<file path="src/swt_pkg.sv">
package swt_pkg;

  // Character codes the tokenizer reacts to
  localparam logic [7:0] CH_SPACE  = 8'h20;
  localparam logic [7:0] CH_BSLASH = 8'h5C;
  localparam logic [7:0] CH_SQUOTE = 8'h27;
  localparam logic [7:0] CH_DQUOTE = 8'h22;
  localparam logic [7:0] CH_DOLLAR = 8'h24;
  localparam logic [7:0] CH_BTICK  = 8'h60;
  localparam logic [7:0] CH_NL     = 8'h0A;

  // Most result records one input byte can give
  localparam int MaxRes = 3;
  localparam int CntW   = $clog2(MaxRes + 1);

  typedef enum logic [4:0] {
    MODE_PLAIN  = 5'b00001,
    MODE_ESC    = 5'b00010,
    MODE_SINGLE = 5'b00100,
    MODE_DOUBLE = 5'b01000,
    MODE_DESC   = 5'b10000
  } quote_mode_t;

  typedef struct packed {
    logic       line_end;
    logic       word_end;
    logic       byte_valid;
    logic [7:0] word_byte;
  } tok_res_t;

  typedef struct packed {
    tok_res_t [MaxRes-1:0] recs;
    logic [CntW-1:0]       count;
  } tok_group_t;

  function automatic tok_res_t mk_byte(input logic [7:0] b);
    tok_res_t r;
    r = '0;
    r.word_byte  = b;
    r.byte_valid = 1'b1;
    return r;
  endfunction

endpackage

</file>
<file path="src/swt_decode.sv">
module swt_decode (
  input  logic              clk,
  input  logic              rst,
  input  logic              load,
  input  logic [7:0]        in_byte,
  input  logic              end_of_line,
  output swt_pkg::tok_group_t grp
);
  import swt_pkg::*;

  quote_mode_t     quote_mode, quote_mode_next;
  logic            word_open, word_open_next;
  tok_group_t      g;
  logic [CntW-1:0] n;
  tok_res_t        rec_end;

  always_comb begin
    g = '0;
    n = '0;
    rec_end = '0;
    quote_mode_next = quote_mode;
    word_open_next  = word_open;

    case (quote_mode)
      MODE_ESC: begin
        g.recs[n] = mk_byte(in_byte); n = n + CntW'(1); word_open_next = 1'b1;
        quote_mode_next = MODE_PLAIN;
      end
      MODE_SINGLE: begin
        if (in_byte == CH_SQUOTE) begin
          quote_mode_next = MODE_PLAIN;
        end else begin
          g.recs[n] = mk_byte(in_byte); n = n + CntW'(1); word_open_next = 1'b1;
        end
      end
      MODE_DOUBLE: begin
        if (in_byte == CH_DQUOTE) begin
          quote_mode_next = MODE_PLAIN;
        end else if (in_byte == CH_BSLASH) begin
          quote_mode_next = MODE_DESC;
        end else begin
          g.recs[n] = mk_byte(in_byte); n = n + CntW'(1); word_open_next = 1'b1;
        end
      end
      MODE_DESC: begin
        if (!(in_byte inside {CH_DQUOTE, CH_BSLASH, CH_DOLLAR, CH_BTICK, CH_NL})) begin
          g.recs[n] = mk_byte(CH_BSLASH); n = n + CntW'(1);
        end
        g.recs[n] = mk_byte(in_byte); n = n + CntW'(1); word_open_next = 1'b1;
        quote_mode_next = MODE_DOUBLE;
      end
      default: begin
        quote_mode_next = MODE_PLAIN;
        if (in_byte == CH_SPACE) begin
          if (word_open && !end_of_line) begin
            rec_end.word_end = 1'b1;
            g.recs[n] = rec_end; n = n + CntW'(1);
            word_open_next = 1'b0;
          end
        end else if (in_byte == CH_BSLASH) begin
          quote_mode_next = MODE_ESC;
        end else if (in_byte == CH_SQUOTE) begin
          quote_mode_next = MODE_SINGLE;
        end else if (in_byte == CH_DQUOTE) begin
          quote_mode_next = MODE_DOUBLE;
        end else begin
          g.recs[n] = mk_byte(in_byte); n = n + CntW'(1); word_open_next = 1'b1;
        end
      end
    endcase

    if (end_of_line) begin
      // Close an escape left hanging inside double quotes as a bare backslash
      if (quote_mode_next == MODE_DESC) begin
        g.recs[n] = mk_byte(CH_BSLASH); n = n + CntW'(1); word_open_next = 1'b1;
      end
      rec_end = '0;
      rec_end.word_end = word_open_next;
      rec_end.line_end = 1'b1;
      g.recs[n] = rec_end; n = n + CntW'(1);
      quote_mode_next = MODE_PLAIN;
      word_open_next  = 1'b0;
    end
    g.count = n;
  end

  assign grp = g;

  always_ff @(posedge clk) begin
    if (rst) begin
      quote_mode <= MODE_PLAIN;
      word_open  <= 1'b0;
    end else if (load) begin
      quote_mode <= quote_mode_next;
      word_open  <= word_open_next;
    end
  end

endmodule

</file>
<file path="src/swt_out.sv">
module swt_out (
  input  logic                clk,
  input  logic                rst,
  input  logic                load,
  input  swt_pkg::tok_group_t grp,
  output logic                can_load,
  output swt_pkg::tok_res_t   head,
  output logic                head_valid,
  output logic                head_last,
  input  logic                head_ready
);
  import swt_pkg::*;

  tok_res_t [MaxRes-1:0] recs;
  logic [CntW-1:0]       left;
  logic                  pop;

  assign head       = recs[0];
  assign head_valid = (left != '0);
  assign head_last  = (left == CntW'(1));
  assign pop        = head_valid && head_ready;
  assign can_load   = !head_valid || (head_last && head_ready);

  always_ff @(posedge clk) begin
    if (rst) begin
      left <= '0;
    end else if (load) begin
      left <= grp.count;
    end else if (pop) begin
      left <= left - CntW'(1);
    end
  end

  // Shift the queued records towards the head as each one is taken
  always_ff @(posedge clk) begin
    if (load) begin
      recs <= grp.recs;
    end else if (pop) begin
      for (int i = 0; i < MaxRes - 1; i++) begin
        recs[i] <= recs[i+1];
      end
    end
  end

endmodule

</file>
<file path="src/shell_word_tokenizer.sv">
// Shell word tokenizer: splits a command line into words as a POSIX shell does.
// Input channel (s_*): one command-line byte per transfer in s_tdata[7:0];
//   s_tlast marks the last byte of the line.
// Output channel (m_*): one record per transfer. m_tuser high means
//   m_tdata[7:0] is a word byte; m_tdata[8] closes a non-empty word;
//   m_tdata[9] marks the end of the line. m_tlast flags the last record
//   caused by one input byte.
// Each input byte gives zero to three records. Spaces outside quotes split
//   words, backslash and quotes are handled per shell rules, unclosed quotes
//   are closed silently at end of line.
// Path: a byte is held in the input register, decoded combinationally, and
//   its records are registered into the output queue once the queue can take them.
// Throughput: one byte per cycle while each byte gives at most one record and
//   m_tready stays high; a byte with several records holds the decoder until its
//   last record is taken, the queue draining one record per cycle while m_tready is high.
// Reset (rst, synchronous) empties the input register and the output queue
//   and returns the quote state to plain with no word open.
// When m_tready is low the current record holds, the queue stops, and s_tready
//   drops once the input register holds a byte.
module shell_word_tokenizer (
  input  logic        clk,
  input  logic        rst,
  input  logic        s_tvalid,
  output logic        s_tready,
  input  logic [7:0]  s_tdata,   // [7:0] in_byte
  input  logic        s_tlast,   // end_of_line
  output logic        m_tvalid,
  input  logic        m_tready,
  output logic [15:0] m_tdata,   // [7:0] word_byte, [8] word_end, [9] line_end, zero above
  output logic        m_tuser,   // byte_valid
  output logic        m_tlast    // run_last
);
  import swt_pkg::*;

  logic       in_valid;
  logic [7:0] in_byte;
  logic       in_eol;
  logic       can_load;
  logic       load;
  tok_group_t grp;
  tok_res_t   head;

  // Advance the input register to the decoder whenever the queue can take a group
  assign load     = in_valid && can_load;
  assign s_tready = !in_valid || load;

  always_ff @(posedge clk) begin
    if (rst) begin
      in_valid <= 1'b0;
    end else if (s_tready) begin
      in_valid <= s_tvalid;
    end
  end

  always_ff @(posedge clk) begin
    if (s_tready && s_tvalid) begin
      in_byte <= s_tdata;
      in_eol  <= s_tlast;
    end
  end

  swt_decode u_decode (
    .clk         (clk),
    .rst         (rst),
    .load        (load),
    .in_byte     (in_byte),
    .end_of_line (in_eol),
    .grp         (grp)
  );

  swt_out u_out (
    .clk        (clk),
    .rst        (rst),
    .load       (load),
    .grp        (grp),
    .can_load   (can_load),
    .head       (head),
    .head_valid (m_tvalid),
    .head_last  (m_tlast),
    .head_ready (m_tready)
  );

  assign m_tdata = {6'b0, head.line_end, head.word_end, head.word_byte};
  assign m_tuser = head.byte_valid;

endmodule

</file>
<file path="config.mk">
export PLATFORM = sky130hd
export DESIGN_NAME = shell_word_tokenizer
export DESIGN_NICKNAME = d
export VERILOG_FILES = /design/src/swt_pkg.sv /design/src/swt_decode.sv /design/src/swt_out.sv /design/src/shell_word_tokenizer.sv
export SDC_FILE = /design/constraint.sdc
export NUM_CORES = 1
export LEC_CHECK = 0
export ABC_AREA = 1
export BUFFER_PORTS_ARGS = -buffer_cell sky130_fd_sc_hd__buf_2
export CORE_MARGIN = 2
export CORE_UTILIZATION = 25
export CTS_CLUSTER_DIAMETER = 120
export DETAILED_ROUTE_END_ITERATION = 10
export PLACE_DENSITY_LB_ADDON = 0.1
export SLEW_MARGIN = 0
export SYNTH_ARGS = -nofsm -noshare
export SYNTH_HDL_FRONTEND = slang
export SYNTH_SLANG_ARGS = --single-unit
export TNS_END_PERCENT = 30
</file>
<file path="constraint.sdc">
create_clock -name clk -period 3.7 [get_ports clk]
set_input_delay 0.555 -clock clk [delete_from_list [all_inputs] [get_ports clk]]
set_output_delay 0.555 -clock clk [all_outputs]
set_load 0.1 [all_outputs]
</file>
; ---- Word level (Yosys, flattened, before mapping)
; Index checks and enable logic that the tools add are counted.
[totals]
regBits = 51
latch_bits = 0
mem_bits_rw = 0
romBits = 0
input_bits = 13
output_inout_bits = 20
wordCells = 123
mem_count = 0
[op_classes]
n_addsub = 4
n_mul = 0
div_mod_pow = 0
n_lt_le_gt_ge = 6
eq_ne = 13
shifts = 0
n_mux = 62
n_bitwise = 3
n_reduce_logical = 17
[op_table]
columns = op, count
row1 = $mux W33, 3
row2 = $mux W11, 8
row3 = $bwmux W33, 2
row4 = $demux W11 S2, 3
row5 = $mux W22, 3
row6 = $pmux W11 S4, 1
row7 = $mux W9, 4
row8 = $mux W5, 7
row9 = $eq A8 B6 Y1 const B, 4
row10 = $mux W2, 10
row11 = $pmux W5 S4, 1
row12 = $and A18 B18 Y18, 1
row13 = $not A18 Y18, 1
row14 = $eq A8 B7 Y1 const B, 2
row15 = $mux W1, 16
row16 = $or A15 B15 Y15, 1
row17 = $eq A5 B5 Y1 const B, 2
row18 = $mux W10, 1
row19 = $lt A2 B3 Y1 const B, 3
row20 = $eq A8 B4 Y1 const B, 1
row21 = $logic_and A1 B1 Y1, 8
row22 = $pmux W2 S4, 1
row23 = $add A2 B1 Y2 const B, 3
row24 = $ge A2 B1 Y1 const B, 3
row25 = 12 further kinds, 16

; ---- Longest topological paths before layout
[depth]
word_depth = 17
ltp_mapped = 21
mapped_depth_nobuf = 21

; ---- By module
; From an unflattened synthesis, not the netlist that was laid out.
[hier_totals]
hier_cells = 375
hier_area_um2 = 3101.7
[modules_own_cells]
columns = module, instances, cells_per_inst, area_each_um2, seq_area_each_um2
row1 = swt_out, 1, 142, 1537.7, 1031.0
row2 = swt_decode, 1, 209, 1189.9, 120.1
row3 = shell_word_tokenizer, 1, 24, 374.1, 290.3

; ---- Least setup slack after synthesis
; Ideal clock, no wire load.
[synth_timing]
kind = register -> register
startpoint = reg u_out.left[1]
endpoint = reg in_byte[0] (enable)
setup_time_ns = 0.329
t_arrival_ns = 2.454
required_time_ns = 3.371
setup_slack_ns = 0.917
path_stages_with_launch = 7
n_path_buf = 0
synth_period_minus_slack_ns = 2.783
path_cell_list = dfxtp_1 -> inv_1 -> ha_1 -> a21oi_1 -> nand2_1 -> nand2_1 -> inv_1
[synth_via]
elab_chain_cells = 6
elab_cells_between_ends = 8
cone_classes = 1 x eq/ne / 7 x reduce/logical
[synth_lines]
columns = item, line_no
row1 = from (decl), swt_out.sv:15  ; logic [CntW-1:0] left;
row2 = from (signal assigned), swt_out.sv:28  ; left <= grp.count;
row3 = from (signal assigned), swt_out.sv:30  ; left <= left - CntW'(1);
row4 = $eq A2 B1 Y1, swt_out.sv:20  ; assign head_last = (left == CntW'(1));
row5 = via m_tlast, shell_word_tokenizer.sv:31  ; output logic m_tlast
row6 = $logic_and A1 B1 Y1, swt_out.sv:22  ; assign can_load = !head_valid || (head_last && head_ready);
row7 = $logic_or A1 B1 Y1, swt_out.sv:22
row8 = $logic_and A1 B1 Y1, shell_word_tokenizer.sv:44  ; assign load = in_valid && can_load;
row9 = $logic_or A1 B1 Y1, shell_word_tokenizer.sv:45  ; assign s_tready = !in_valid || load;
row10 = via s_tready, shell_word_tokenizer.sv:24  ; output logic s_tready,
row11 = $logic_and A1 B1 Y1, shell_word_tokenizer.sv:56  ; if (s_tready && s_tvalid) begin
row12 = to (signal assigned), shell_word_tokenizer.sv:57  ; in_byte <= s_tdata;
row13 = to (decl), shell_word_tokenizer.sv:36  ; logic [7:0] in_byte;
; The timed path passes the listed nets, and every way through them passes these cells.
; A chain may end at the register's enable or synchronous reset.

; ---- Worst setup path after layout
[layout_timing]
startpoint = reg in_byte[6]
endpoint = reg u_out.recs (netlist bit u_out.head[3]) (data pin)
[layout_via]
elab_chain_cells = 16
elab_cells_between_ends = 63
cone_classes = 2 x add/sub / 6 x order compare / 8 x eq/ne / 42 x mux / 1 x bitwise / 4 x reduce/logical
[layout_lines]
columns = item, line_no
row1 = $eq A8 B6 Y1 (tied with other cells), "swt_decode.sv:37, swt_decode.sv:46, swt_decode.sv:64"
row2 = $reduce_bool A5 Y1 (tied with other cells), swt_decode.sv:46  ; if (!(in_byte inside {CH_DQUOTE, CH_BSLASH, CH_DOLLAR, CH_BTICK, CH_NL})) begin
row3 = $mux W1 (tied with other cells), swt_decode.sv:46
row4 = $mux W2 (tied with other cells), swt_decode.sv:24  ; case (quote_mode)
row5 = $add A2 B1 Y2 (tied with other cells), swt_decode.sv:49  ; g.recs[n] = mk_byte(in_byte); n = n + CntW'(1); word_open_next = 1'b1;
row6 = $pmux W2 S4 (tied with other cells), swt_decode.sv:24
row7 = $add A2 B1 Y2 (tied with other cells), swt_decode.sv:75  ; g.recs[n] = mk_byte(CH_BSLASH); n = n + CntW'(1); word_open_next = 1'b1;
row8 = $mux W2 (tied with other cells), swt_decode.sv:74  ; if (quote_mode_next == MODE_DESC) begin
row9 = $mux W2 (tied with other cells), swt_decode.sv:72  ; if (end_of_line) begin
row10 = $lt A2 B3 Y1 (not written as such) (tied with other cells), swt_decode.sv:80  ; g.recs[n] = rec_end; n = n + CntW'(1);
row11 = $logic_and A1 B1 Y1 (not written as such) / $or A15 B15 Y15 (equally long branches), n/a
row12 = $mux W11 (not written as such) / $mux W33 (equally long branches), "swt_decode.sv:80, swt_decode.sv:74"
row13 = $demux W11 S2 / $mux W33 (equally long branches), n/a
row14 = $bwmux W33, swt_decode.sv:80
row15 = $mux W33 (*), swt_decode.sv:72
row16 = $mux W22 (*), swt_out.sv:36  ; if (load) begin
row17 = to (signal assigned), swt_out.sv:37  ; recs <= grp.recs;
row18 = "to (signal, indexed assignment)", swt_out.sv:40  ; recs[i] <= recs[i+1];
row19 = to (decl), swt_out.sv:14  ; tok_res_t [MaxRes-1:0] recs;
; Every way passes the cells marked *; elsewhere a longest branch is shown, timed or not. The select of a mux whose other input is x is not followed.

==> metrics.csv <==
metric;value;unit
Post-synth EDFFs;34;
DPL Wire Length;5200;µm
Sink Count;43;
CTS max path bufs;2;
total of max-cap violations;0;
post-synthesis cell area;2710;µm²
CP endpoint kind;register;
DRT iter0 DRCs;154;
DRC viols;0;
largest net degree at the start of global routing;26;
global route overflow;0;
crit path DAT;3.34;ns
Int Pwr;994;µW
IO Count;33;
vias;2069;
fin crit share;85.4;%
CTS clk-pin slew, worst paths;0.10;ns
CTS H-tree depth;2;
Core Region;10700;µm²
Root Buffer;clkbuf_8;
Cell variety after synth;37;
initial antenna violation count;0;
CTS buffer count;5;
Synthesis Warnings;0;
Post-CTS Resized;0;
status;complete, no violations;
commonest non-fill, non-tap cell in the layout;nand2_1;
layout cell share with drive strength beyond 1;26.6;%
Vias/cell;4.33;
Seq cells post-synth;43;
vias in the first global route;2004;
post-route setup slack;0.542;ns
placed instance area;2920;µm²
most frequent cells in the layout;nand2_1 (63), inv_1 (34), edfxtp_1 (34);
GRT Util Overall;12.0;%
Die Wd;108;µm
Worst Reg2Reg Path Length in Cells;20;
Worst EP required;3.88;ns
worst min path class;in2reg;
CTS Hold Buffers Added;0;
Post-Syn Area per Cell;8.55;µm²
DRT antenna net count;0;
hold_ws;0.416;ns
fin util;28.1;%
clock skew;0.00785;ns
wire length per cell;13.8;µm
Net Switching;1040;µW
Setup WS pre-CTS;0.512;ns
postcts setup bufs;0;
clock latency on the worst-skew pair;0.30;ns
I/O Buffers;26;
Leak Pwr;0.00134;µW
WL final;6610;µm
routability-driven placement congestion ratio;0.834;
worst slew pin tran;0.531;ns
switching share of power;51.1;%
filler instances;1161;
highest clock rate;317;MHz
sequential share of power;37.1;%
Worst VDD drop;0.278;mV
Die Span Y;108;µm
final setup TNS;0;ns
Rows;38;
Fin. Hold Viols;0;
startpoint type of the worst setup path;register;
worst hold path depth;1;
Tmin final;3.16;ns
flop2flop setup slack;0.54;ns
asr flop ratio synth;0;%
fin area;3010;µm²
P per Cell Area;676;nW/µm²
CTS tree;built;
Die ar.;11700;µm²
Area growth syn-to-layout;11.0;%
first-pass GRT wire length;10700;µm
Primary FF master, synth;edfxtp_1;
clock share of power;15.9;%
CP Max Fanout;6;
First-pass DRT Iterations;4;
worst setup path class;reg2reg;
# setup viols final;0;
combinational share of power;47.0;%
RSZ-0062 raised after global routing;no;
# nets final;358;
cell count after synthesis;317;
number of diodes;0;
Rel. slew slack;64.5;%
max-slew violations;0;
starting density of the core;25.3;%
Seq/Total Area, Yosys;44.3;%
## per-layer routing
metal	global-route usage [%]	vias up	wire (µm)
li1	-	1052	-
met1	16.6	955	3130
met2	19.2	53	3100
met3	1.99	9	289
met4	3.30	0	86
met5	0	-	0
## cell type report
cell class	count	area (µm²)	area share (%)
inverters	48	180	5.99
clock inverters	3	23.8	0.790
clock buffers	5	68.8	2.29
repair buffers	29	153	5.07
well taps	140	175	5.82
multi-input cells	210	1210	40.1
flip-flops and latches	43	1200	39.9
## cells in the mapped netlist (4+ instances only)
library cell  count  area share, %
nand2_1          63            8.7
edfxtp_1         34             38
inv_1            34            4.7
nor2_1           30            4.2
buf_4            16            4.4
nand3_1          16            3.0
inv_2            14            1.9
a21oi_1          13            2.4
nand2_2          11            2.5
dfxtp_1           9            6.6
ha_1              8            3.7
nor2_2            8            1.8
o21ai_0           7            1.3
nand2_4           6            2.5
o211ai_1          6            1.7
nor2_4            5            2.1
o21ai_1           5           0.92
nand4_1           4           0.92
nor3_1            4           0.74
## stage by stage
step	total power (µW)	std cells
after CTS	2070	478
after global routing	2150	478
after floorplan	1630	322
after detailed placement	1740	470
after global placement	1740	470
final	2030	478
## power by group through the flow
stage | logic [µW] | registers, µW | clock network (µW)
floorplan | 835 | 790 | 0
detailed placement | 969 | 767 | 0
CTS | 971 | 756 | 341
finish | 955 | 755 | 324
global placement | 969 | 768 | 0
global route | 1020 | 766 | 357
## worst max-delay path, cell delays in order, from the launching register on
cell and delay [ns]:
edfxtp_1 0.48, inv_1 0.15, nand2_1 0.10, nor2_4 0.18
nand2_4 0.10, nand2_4 0.08, nor2_4 0.04, nand2_4 0.11
nand2_1 0.08, nand4_2 0.11, inv_1 0.07, ha_1 0.28
inv_1 0.03, o21ai_0 0.21, inv_1 0.11, ha_1 0.19
nand2_1 0.06, inv_1 0.08, nor2_1 0.33, o21ai_1 0.16
nand2_1 0.08
## registers in the layout (all words and copies together), names as in the netlist
name                 cells
u_out.head              11
u_decode.word_open       1
u_out.left               2
in_byte                  8
u_out.recs              14
u_decode.quote_mode      5
in_eol                   1
in_valid                 1
## worst paths after layout
| path | startpoint | to |
|---|---|---|
| max | in_byte[6] | u_out.head[3] |
| min | s_tlast | in_eol |
| min reg2reg | u_decode.quote_mode[2] | u_decode.quote_mode[2] |
| max reg2reg | in_byte[6] | u_out.head[3] |
## logic make-up (layout without fill, tap and decap cells)
logic type	after synthesis	count (layout)	synth area share, %
other	1	6	0.138
AND/OR/NAND/NOR	156	156	30.9
adder cells (fa/ha/maj)	8	8	3.69
AO/OA/AOI/OAI	40	40	9.09
flip-flops	43	43	44.3
buffers and inverters	69	85	11.9
(Power assumes the default switching activity.)
